[src/rtl/ncs_pkg.sv]
`timescale 1ns / 1ps
`default_nettype none

package ncs_pkg;

   localparam int PAGE_BYTES_DEF      = 2048;
   localparam int PAGES_PER_BLOCK_DEF = 64;
   localparam int SPARE_BYTES_DEF     = 64;
   localparam int ID_BYTES_DEF        = 5;
   localparam int QUEUE_DEPTH         = 2;

   localparam logic [2:0] OP_READ    = 3'd0;
   localparam logic [2:0] OP_PROGRAM = 3'd1;
   localparam logic [2:0] OP_ERASE   = 3'd2;
   localparam logic [2:0] OP_READ_ID = 3'd3;
   localparam logic [2:0] OP_SPARE   = 3'd4;
   localparam logic [2:0] OP_ADVANCE = 3'd5;

   localparam logic [2:0] K_CMD    = 3'd0;
   localparam logic [2:0] K_ADDR   = 3'd1;
   localparam logic [2:0] K_WAIT   = 3'd2;
   localparam logic [2:0] K_RDATA  = 3'd3;
   localparam logic [2:0] K_WDATA  = 3'd4;
   localparam logic [2:0] K_STATUS = 3'd5;
   localparam logic [2:0] K_DONE   = 3'd6;

   localparam logic [7:0] CMD_READ      = 8'h00;
   localparam logic [7:0] CMD_READ_GO   = 8'h30;
   localparam logic [7:0] CMD_PROG      = 8'h80;
   localparam logic [7:0] CMD_PROG_GO   = 8'h10;
   localparam logic [7:0] CMD_ERASE     = 8'h60;
   localparam logic [7:0] CMD_ERASE_GO  = 8'hD0;
   localparam logic [7:0] CMD_STATUS    = 8'h70;
   localparam logic [7:0] CMD_READ_ID   = 8'h90;

   localparam logic [2:0] SEQ_READ  = 3'd0;
   localparam logic [2:0] SEQ_PROG  = 3'd1;
   localparam logic [2:0] SEQ_ERASE = 3'd2;
   localparam logic [2:0] SEQ_ID    = 3'd3;
   localparam logic [2:0] SEQ_DONE  = 3'd4;

   typedef struct packed {
      logic [2:0]  operation;
      logic [26:0] flash_address;
      logic [24:0] byte_count;
      logic [9:0]  block_number;
   } req_type;

   typedef struct packed {
      logic [2:0]  cycle_kind;
      logic [11:0] cycle_value;
      logic        final_address;
      logic        last;
      logic        read_pending;
   } rsp_type;

   typedef struct packed {
      logic [2:0]  seq;
      logic [15:0] col;
      logic [15:0] row;
      logic [11:0] count;
      logic        pending;
   } job_type;

endpackage

`default_nettype wire

[src/rtl/ncs_front.sv]
`timescale 1ns / 1ps
`default_nettype none

module ncs_front #(
   parameter int PAGE_BYTES      = 2048,
   parameter int PAGES_PER_BLOCK = 64,
   parameter int SPARE_BYTES     = 64,
   parameter int ID_BYTES        = 5
) (
   input  wire              clock,
   input  wire              reset,
   input  wire              push,
   input  ncs_pkg::req_type req_item,
   input  wire              q_full,
   output logic             q_push,
   output ncs_pkg::job_type q_job
);
   import ncs_pkg::*;

   localparam int PAGE_SHIFT = $clog2(PAGE_BYTES);

   logic [26:0] next_addr_ff, next_addr_in;
   logic [24:0] remain_ff, remain_in;
   logic        active_ff, active_in;

   logic [PAGE_SHIFT-1:0] col, adv_col;
   logic [26:0] row_full, adv_row_full;
   logic        fits;
   logic [24:0] first, seg;
   logic [19:0] spare_row;
   logic        accept;

   assign accept       = push && !q_full;
   assign q_push       = accept;
   assign col          = req_item.flash_address[PAGE_SHIFT-1:0];
   assign row_full     = req_item.flash_address >> PAGE_SHIFT;
   assign adv_col      = next_addr_ff[PAGE_SHIFT-1:0];
   assign adv_row_full = next_addr_ff >> PAGE_SHIFT;
   assign fits         = ({1'b0, 25'(col)} + {1'b0, req_item.byte_count})
                         <= 26'(PAGE_BYTES);
   assign first        = 25'(PAGE_BYTES) - 25'(col);
   assign seg          = (remain_ff > 25'(PAGE_BYTES)) ? 25'(PAGE_BYTES) : remain_ff;
   assign spare_row    = 20'(req_item.block_number) * 20'(PAGES_PER_BLOCK);

   always_comb begin
      next_addr_in = next_addr_ff;
      remain_in    = remain_ff;
      active_in    = active_ff;
      q_job.seq    = SEQ_DONE;
      q_job.col    = 16'(col);
      q_job.row    = row_full[15:0];
      q_job.count  = 12'd0;
      case (req_item.operation)
         OP_READ: begin
            q_job.seq = SEQ_READ;
            if (fits) begin
               q_job.count  = req_item.byte_count[11:0];
               next_addr_in = 27'd0;
               remain_in    = 25'd0;
               active_in    = 1'b0;
            end else begin
               q_job.count  = first[11:0];
               next_addr_in = req_item.flash_address + 27'(first);
               remain_in    = req_item.byte_count - first;
               active_in    = (req_item.byte_count - first) != 25'd0;
            end
         end
         OP_PROGRAM: begin
            q_job.seq   = SEQ_PROG;
            q_job.count = (req_item.byte_count > 25'(PAGE_BYTES)) ?
                          12'(PAGE_BYTES) : req_item.byte_count[11:0];
         end
         OP_ERASE: begin
            q_job.seq = SEQ_ERASE;
         end
         OP_READ_ID: begin
            q_job.seq   = SEQ_ID;
            q_job.count = 12'(ID_BYTES);
         end
         OP_SPARE: begin
            q_job.seq   = SEQ_READ;
            q_job.col   = 16'(PAGE_BYTES);
            q_job.row   = spare_row[15:0];
            q_job.count = 12'(SPARE_BYTES);
         end
         OP_ADVANCE: begin
            if (active_ff) begin
               q_job.seq    = SEQ_READ;
               q_job.col    = 16'(adv_col);
               q_job.row    = adv_row_full[15:0];
               q_job.count  = seg[11:0];
               next_addr_in = next_addr_ff + 27'(seg);
               remain_in    = remain_ff - seg;
               active_in    = (remain_ff - seg) != 25'd0;
            end
         end
         default: begin
            q_job.seq = SEQ_DONE;
         end
      endcase
      q_job.pending = active_in;
   end

   always_ff @(posedge clock) begin
      if (reset) begin
         next_addr_ff <= 27'd0;
         remain_ff    <= 25'd0;
         active_ff    <= 1'b0;
      end else if (accept) begin
         next_addr_ff <= next_addr_in;
         remain_ff    <= remain_in;
         active_ff    <= active_in;
      end
   end

`ifndef NO_ASSERTIONS
   a_fit_clears: assert property (@(posedge clock) disable iff (reset)
      accept && req_item.operation == OP_READ && fits |=> !active_ff)
      else $error("single-page read left segments pending");
   a_active_remain: assert property (@(posedge clock) disable iff (reset)
      active_ff == (remain_ff != 25'd0))
      else $error("pending flag disagrees with remaining count");
`endif

endmodule

`default_nettype wire

[src/rtl/ncs_queue.sv]
`timescale 1ns / 1ps
`default_nettype none

module ncs_queue (
   input  wire              clock,
   input  wire              reset,
   input  wire              wr_en,
   input  ncs_pkg::job_type wr_job,
   output logic             full,
   input  wire              rd_en,
   output ncs_pkg::job_type rd_job,
   output logic             empty
);
   import ncs_pkg::*;

   localparam int PW = (QUEUE_DEPTH > 1) ? $clog2(QUEUE_DEPTH) : 1;
   localparam int CW = $clog2(QUEUE_DEPTH + 1);

   job_type       mem [QUEUE_DEPTH];
   logic [PW-1:0] wr_ptr_ff, rd_ptr_ff;
   logic [CW-1:0] count_ff, count_in;
   logic          do_wr, do_rd;

   assign full   = count_ff == CW'(QUEUE_DEPTH);
   assign empty  = count_ff == '0;
   assign do_wr  = wr_en && !full;
   assign do_rd  = rd_en && !empty;
   assign rd_job = mem[rd_ptr_ff];

   always_comb begin
      count_in = count_ff;
      if (do_wr && !do_rd) count_in = count_ff + CW'(1);
      else if (do_rd && !do_wr) count_in = count_ff - CW'(1);
   end

   always_ff @(posedge clock) begin
      if (do_wr) mem[wr_ptr_ff] <= wr_job;
   end

   always_ff @(posedge clock) begin
      if (reset) begin
         wr_ptr_ff <= '0;
         rd_ptr_ff <= '0;
         count_ff  <= '0;
      end else begin
         count_ff <= count_in;
         if (do_wr)
            wr_ptr_ff <= (wr_ptr_ff == PW'(QUEUE_DEPTH - 1)) ? '0 : wr_ptr_ff + PW'(1);
         if (do_rd)
            rd_ptr_ff <= (rd_ptr_ff == PW'(QUEUE_DEPTH - 1)) ? '0 : rd_ptr_ff + PW'(1);
      end
   end

`ifndef NO_ASSERTIONS
   a_count_up: assert property (@(posedge clock) disable iff (reset)
      do_wr && !do_rd |=> count_ff == $past(count_ff) + CW'(1))
      else $error("queue count missed a write");
`endif

endmodule

`default_nettype wire

[src/rtl/ncs_back.sv]
`timescale 1ns / 1ps
`default_nettype none

module ncs_back (
   input  wire              clock,
   input  wire              reset,
   input  wire              q_empty,
   input  ncs_pkg::job_type q_job,
   output logic             q_pop,
   output logic             empty,
   input  wire              pop,
   output ncs_pkg::rsp_type rsp_item
);
   import ncs_pkg::*;

   logic [3:0] step_ff, step_in;
   rsp_type    out_ff, cur;
   logic       out_valid_ff, out_valid_in;
   logic       load;

   assign load     = !q_empty && (!out_valid_ff || pop);
   assign q_pop    = load && cur.last;
   assign empty    = !out_valid_ff;
   assign rsp_item = out_ff;

   always_comb begin
      cur.cycle_kind    = K_DONE;
      cur.cycle_value   = 12'd0;
      cur.final_address = 1'b0;
      cur.last          = 1'b0;
      cur.read_pending  = q_job.pending;
      case (q_job.seq)
         SEQ_READ, SEQ_PROG: begin
            case (step_ff)
               4'd0: begin
                  cur.cycle_kind  = K_CMD;
                  cur.cycle_value = (q_job.seq == SEQ_READ) ? 12'(CMD_READ) : 12'(CMD_PROG);
               end
               4'd1: begin
                  cur.cycle_kind  = K_ADDR;
                  cur.cycle_value = 12'(q_job.col[7:0]);
               end
               4'd2: begin
                  cur.cycle_kind  = K_ADDR;
                  cur.cycle_value = 12'(q_job.col[15:8]);
               end
               4'd3: begin
                  cur.cycle_kind  = K_ADDR;
                  cur.cycle_value = 12'(q_job.row[7:0]);
               end
               4'd4: begin
                  cur.cycle_kind    = K_ADDR;
                  cur.cycle_value   = 12'(q_job.row[15:8]);
                  cur.final_address = 1'b1;
               end
               4'd5: begin
                  if (q_job.seq == SEQ_READ) begin
                     cur.cycle_kind  = K_CMD;
                     cur.cycle_value = 12'(CMD_READ_GO);
                  end else begin
                     cur.cycle_kind  = K_WDATA;
                     cur.cycle_value = q_job.count;
                  end
               end
               4'd6: begin
                  if (q_job.seq == SEQ_READ) begin
                     cur.cycle_kind = K_WAIT;
                  end else begin
                     cur.cycle_kind  = K_CMD;
                     cur.cycle_value = 12'(CMD_PROG_GO);
                  end
               end
               4'd7: begin
                  if (q_job.seq == SEQ_READ) begin
                     cur.cycle_kind  = K_RDATA;
                     cur.cycle_value = q_job.count;
                     cur.last        = 1'b1;
                  end else begin
                     cur.cycle_kind = K_WAIT;
                  end
               end
               4'd8: begin
                  cur.cycle_kind  = K_CMD;
                  cur.cycle_value = 12'(CMD_STATUS);
               end
               default: begin
                  cur.cycle_kind = K_STATUS;
                  cur.last       = 1'b1;
               end
            endcase
         end
         SEQ_ERASE: begin
            case (step_ff)
               4'd0: begin
                  cur.cycle_kind  = K_CMD;
                  cur.cycle_value = 12'(CMD_ERASE);
               end
               4'd1: begin
                  cur.cycle_kind  = K_ADDR;
                  cur.cycle_value = 12'(q_job.row[7:0]);
               end
               4'd2: begin
                  cur.cycle_kind    = K_ADDR;
                  cur.cycle_value   = 12'(q_job.row[15:8]);
                  cur.final_address = 1'b1;
               end
               4'd3: begin
                  cur.cycle_kind  = K_CMD;
                  cur.cycle_value = 12'(CMD_ERASE_GO);
               end
               4'd4: begin
                  cur.cycle_kind = K_WAIT;
               end
               4'd5: begin
                  cur.cycle_kind  = K_CMD;
                  cur.cycle_value = 12'(CMD_STATUS);
               end
               default: begin
                  cur.cycle_kind = K_STATUS;
                  cur.last       = 1'b1;
               end
            endcase
         end
         SEQ_ID: begin
            case (step_ff)
               4'd0: begin
                  cur.cycle_kind  = K_CMD;
                  cur.cycle_value = 12'(CMD_READ_ID);
               end
               4'd1: begin
                  cur.cycle_kind    = K_ADDR;
                  cur.final_address = 1'b1;
               end
               4'd2: begin
                  cur.cycle_kind = K_WAIT;
               end
               default: begin
                  cur.cycle_kind  = K_RDATA;
                  cur.cycle_value = q_job.count;
                  cur.last        = 1'b1;
               end
            endcase
         end
         default: begin
            cur.cycle_kind = K_DONE;
            cur.last       = 1'b1;
         end
      endcase
   end

   always_comb begin
      step_in      = step_ff;
      out_valid_in = out_valid_ff && !pop;
      if (load) begin
         out_valid_in = 1'b1;
         step_in      = cur.last ? 4'd0 : step_ff + 4'd1;
      end
   end

   always_ff @(posedge clock) begin
      if (reset) begin
         step_ff      <= 4'd0;
         out_valid_ff <= 1'b0;
      end else begin
         step_ff      <= step_in;
         out_valid_ff <= out_valid_in;
      end
   end

   always_ff @(posedge clock) begin
      if (load) out_ff <= cur;
   end

`ifndef NO_ASSERTIONS
   a_step_moves: assert property (@(posedge clock) disable iff (reset)
      load && !cur.last |=> step_ff == $past(step_ff) + 4'd1)
      else $error("sequencer step did not advance");
   a_fill: assert property (@(posedge clock) disable iff (reset)
      !out_valid_ff && !q_empty |=> out_valid_ff)
      else $error("output register idle with work queued");
   a_step_bound: assert property (@(posedge clock) disable iff (reset)
      step_ff <= 4'd9)
      else $error("sequencer step out of range");
`endif

endmodule

`default_nettype wire

[src/rtl/nand_command_sequencer_top.sv]
`timescale 1ns / 1ps
`default_nettype none

// channel   ports                          item        handshake
// request   push, full, req_item           req_type    taken on push && !full
// response  pop, empty, rsp_item           rsp_type    taken on pop && !empty
//
// One bus cycle item leaves per clock while the response port takes them; a request yields 1 to 10 of them,
// set by the step counter of the back sequencer.
// Requests are taken one per clock while the two-entry job queue has room.
// A request's first response is registered in the job queue, then in the back output register.
// Reset is synchronous; it clears read segment state, queue and output.
// A stalled response port backs up the queue, then raises full.

module nand_command_sequencer_top #(
   parameter int PAGE_BYTES      = ncs_pkg::PAGE_BYTES_DEF,
   parameter int PAGES_PER_BLOCK = ncs_pkg::PAGES_PER_BLOCK_DEF,
   parameter int SPARE_BYTES     = ncs_pkg::SPARE_BYTES_DEF,
   parameter int ID_BYTES        = ncs_pkg::ID_BYTES_DEF
) (
   input  wire              clock,
   input  wire              reset,
   input  wire              push,
   output logic             full,
   input  ncs_pkg::req_type req_item,
   output logic             empty,
   input  wire              pop,
   output ncs_pkg::rsp_type rsp_item
);
   import ncs_pkg::*;

   job_type f_job, b_job;
   logic    f_push, q_full, q_empty, b_pop;

   assign full = q_full;

   ncs_front #(
      .PAGE_BYTES      (PAGE_BYTES),
      .PAGES_PER_BLOCK (PAGES_PER_BLOCK),
      .SPARE_BYTES     (SPARE_BYTES),
      .ID_BYTES        (ID_BYTES)
   ) u_front (
      .clock    (clock),
      .reset    (reset),
      .push     (push),
      .req_item (req_item),
      .q_full   (q_full),
      .q_push   (f_push),
      .q_job    (f_job)
   );

   ncs_queue u_queue (
      .clock  (clock),
      .reset  (reset),
      .wr_en  (f_push),
      .wr_job (f_job),
      .full   (q_full),
      .rd_en  (b_pop),
      .rd_job (b_job),
      .empty  (q_empty)
   );

   ncs_back u_back (
      .clock    (clock),
      .reset    (reset),
      .q_empty  (q_empty),
      .q_job    (b_job),
      .q_pop    (b_pop),
      .empty    (empty),
      .pop      (pop),
      .rsp_item (rsp_item)
   );

endmodule

`default_nettype wire

[config.mk]
export PLATFORM = sky130hd
export DESIGN_NAME = nand_command_sequencer_top
export DESIGN_NICKNAME = d
export VERILOG_FILES = /design/src/rtl/ncs_pkg.sv /design/src/rtl/ncs_front.sv /design/src/rtl/ncs_queue.sv /design/src/rtl/ncs_back.sv /design/src/rtl/nand_command_sequencer_top.sv
export SDC_FILE = /design/constraint.sdc
export NUM_CORES = 1
export LEC_CHECK = 0
export ABC_CLOCK_PERIOD_IN_PS = 4700
export BUFFER_PORTS_ARGS = -buffer_cell sky130_fd_sc_hd__buf_4
export CAP_MARGIN = 20
export CORE_AREA = 2 2 150 152
export DETAILED_ROUTE_END_ITERATION = 10
export DIE_AREA = 0 0 152 154
export PLACE_DENSITY_LB_ADDON = 0.1
export SYNTH_ARGS = -nofsm -noshare
export SYNTH_HDL_FRONTEND = slang
export SYNTH_SLANG_ARGS = --single-unit
[constraint.sdc]
create_clock -name clock -period 4.7 [get_ports clock]
set_clock_uncertainty 0.05 [all_clocks]
set_input_delay 0.235 -clock clock [delete_from_list [all_inputs] [get_ports clock]]
set_output_delay 0.235 -clock clock [all_outputs]
set_load 0.005 [all_outputs]
==> results.ini <==
[run_status]
status=complete, no violations

[clock_tree]
cts_buffer_depth=2
cts_num_sinks=169
worstSkewPairLatency_ns=0.43
clk_pin_slew_ns=0.08
htreeDepth=4
cts_resized=0
cts_made_buffers=17
cts_setup_buffers=0
cts_tree=done
cts_hold_buf=0
ctsRootBufferMaster=clkbuf_16

[synth]
async_reset_ff_share_pct=0
synth_area_per_cell_um2=8.80
synth-edff-count=106
yosys_register_bits=169
syn_inst=1458
yosysUniqueCellTypes=88
seq_area_frac_synth_pct=34.6
synth_flop_cell=edfxtp_1
synthesis.area_mm2=0.0128
yosys_warnings=0

[timing]
final_max_slew_viol_count=0
whs_ns=0.0587
relSlewSlack_pct=28.1
fmax_ghz=0.235
rsz0062_at_grt=no
worstMarginPinSlew_ns=1.08
finalSetupViolCount=0
timing.final.ws_setup_ns=0.449
period_share_pct=90.4
min_period_ns=4.25
hold_viol=0
fin_setup_tns_ns=0

[floorplan]
die_y_um=154
start_util_pct=59.1
io_pins=89
die-area_mm2=0.0234
fp.dieW_um=152
fp.coreArea_mm2=0.0217
rows=54

[flow_run]
maxCapViolCount=0

[worst_setup_path]
r2r_cells=16
criticalPathCategory=reg2reg
worstSetupStartpoint=u_front.remain_ff[3]$_SDFFE_PP0P_
rr_endpoint=u_front.next_addr_ff[18]$_SDFFE_PP0P_
cp-end-kind=register
crit_end=u_front.next_addr_ff[18]$_SDFFE_PP0P_
crit_arrival_ns=4.55
r2r-start=u_front.remain_ff[3]$_SDFFE_PP0P_
worstPathMaxFanout=13
crit_path_start_kind=register
cp.required_ns=5.00
r2r_slack_ns=0.45

[finish]
final_common_cell=nor2_1
num_antenna_cells=0
areaGrowthSynthToFinish_pct=12.4
most-common-layout-cells=nor2_1, buf_4, edfxtp_1, nand2_1, a21oi_1
finalNetCount=1666
post-route-util_pct=66.5
drive_above_1_share_pct=13.0

[placed_design]
routabilityCongestion=0.974
io_buffers=88
pre_cts_ws_ns=0.338
place_hpwl_um=29300

[global_route]
grt.overflow.total=0
grt_max_degree=59
gr-usage-all-layers_pct=32.4
antenna_found_initial=0
grt_pass1_wl_um=60500
grt_pass1_vias=11100

[power_and_ir_drop]
p_leak_nw=5.56
combinationalPowerShare_pct=36.0
total_power_w=0.00526
power.density_mw_per_mm2=365
p_switching_w=0.00197
switching_share_pct=37.4
peakVddDrop_v=0.000254
internal_power_w=0.00329
p_seq_share_pct=37.3
p_clk_share_pct=26.7

[detailed_routing]
antenna_left=0
drtPass1Iterations=8
drcViolationCount=0
first_iter_violations=1120
wl_per_cell_um=21.3
totalWireLength_um=38700
vias_per_cell=6.54
vias=11900

[min_path]
min_path_type=in2reg

## worst min path at each step
stage	slack (ns)	from	endpoint	depth (start not counted)
after global placement	0.44	u_queue.rd_ptr_ff$_SDFFE_PP0P_	u_queue.rd_ptr_ff$_SDFFE_PP0P_	2
after floorplan	0.38	req_item[64]	u_queue.mem[0][46]$_DFFE_PP_	1
after detailed placement	0.45	u_queue.rd_ptr_ff$_SDFFE_PP0P_	u_queue.rd_ptr_ff$_SDFFE_PP0P_	2
final	0.06	pop	u_back.out_valid_ff$_SDFF_PP0_	3
after global routing	0.06	pop	u_back.out_valid_ff$_SDFF_PP0_	3
after CTS	0.05	pop	u_back.out_valid_ff$_SDFF_PP0_	3
## stage by stage
step                cells  cell area [um2]
floorplan            1470            12900
global placement     1788            13800
detailed placement   1788            13800
CTS                  1820            14400
global route         1820            14400
finish               1820            14400
## cells by family after synthesis
logic type / after synthesis / share of synthesized area [%]
other: 2 / 0.0585
buffers and inverters: 130 / 3.99
and+or+nand+nor: 508 / 19.9
AOI/OAI and AO/OA: 448 / 24.9
muxes: 51 / 4.07
adders and majority gates: 70 / 7.00
DFF: 169 / 34.6
xor gates and xnor gates: 80 / 5.52
## layer usage
layer	part of all wire (%)	wire length, um	GRT usage (%)
met5	0	0	0
met4	4.2	1620	13.2
met3	6.6	2550	4.00
met2	46	18000	53.6
met1	43	16600	43.3
## power groups by stage
stage	Sequential [W]	Combinational [W]	Clock, W
2_1_floorplan	0.00197	0.00127	0
3_5_place_dp	0.00199	0.00186	0
5_1_grt	0.00198	0.00206	0.00148
6_report	0.00196	0.00189	0.00140
3_3_place_gp	0.00198	0.00184	0
4_1_cts	0.00196	0.00187	0.00141
## Yosys cell counts (all sizes together), types with 8 or more instances
library cell  number  share of area [%]
o21a              24                1.4
buf               19               0.74
xnor2             46                3.1
a31oi             14               0.68
or3               15               0.73
a22oi             13               0.76
nor4              19                1.0
inv               49                1.4
o221ai             9               0.61
nand3             45                1.8
a222oi            10               0.78
nor2             133                3.9
nand2b            25                1.2
and2              27                1.3
o22ai             17               0.83
edfxtp           106                 25
a21oi             89                3.6
nand4             10               0.49
o211ai            25                1.6
o21ai             81                3.2
o21bai             8               0.47
or2               14               0.68
nand2             95                2.8
and3              16               0.78
nor3              64                2.5
mux2i             42                3.3
a21o              14               0.82
ha                67                6.5
clkbuf            62                1.8
xor2              34                2.4
o311ai             9               0.67
a221oi            15                1.1
a32oi              8               0.55
mux2               9               0.79
dfxtp             63                9.8
o31ai             14               0.86
nor2b             16               0.78
a22o              17                1.2
a211oi            34                2.1
## final cells by class
class	count	area [um2]
Clock inverter	14	160
Inverter	49	184
Multi-Input combinational cell	1171	7950
Fill cell	1806	7270
Sequential cell	169	4450
Clock buffer	18	429
Timing Repair Buffer	119	893
Tap cell	280	350
## worst max-delay path: stages (launching register included)
cell,delay (ns)
dfxtp_1,0.37
nor3_1,0.33
nand4b_1,0.25
a211oi_2,0.31
buf_4,0.21
and2_1,0.15
ha_1,0.31
a211oi_2,0.33
o211ai_1,0.17
and3_1,0.24
a221oi_1,0.30
buf_4,0.18
o21ai_0,0.18
o31ai_1,0.30
xnor2_1,0.15
a21oi_1,0.08
a211oi_1,0.25
## sequential cells by signal, indices dropped and copies added (netlist names), named ones only
| register | count |
|---|---|
| u_back.out_valid_ff | 1 |
| u_back.step_ff | 4 |
| u_queue.count_ff | 2 |
| u_queue.mem | 88 |
| u_queue.rd_ptr_ff | 1 |
| u_front.next_addr_ff | 27 |
| u_front.active_ff | 1 |
| u_queue.wr_ptr_ff | 1 |
| u_back.rsp_item | 18 |
| u_front.remain_ff | 25 |
Note: power is estimated with default switching activity, not from simulation.
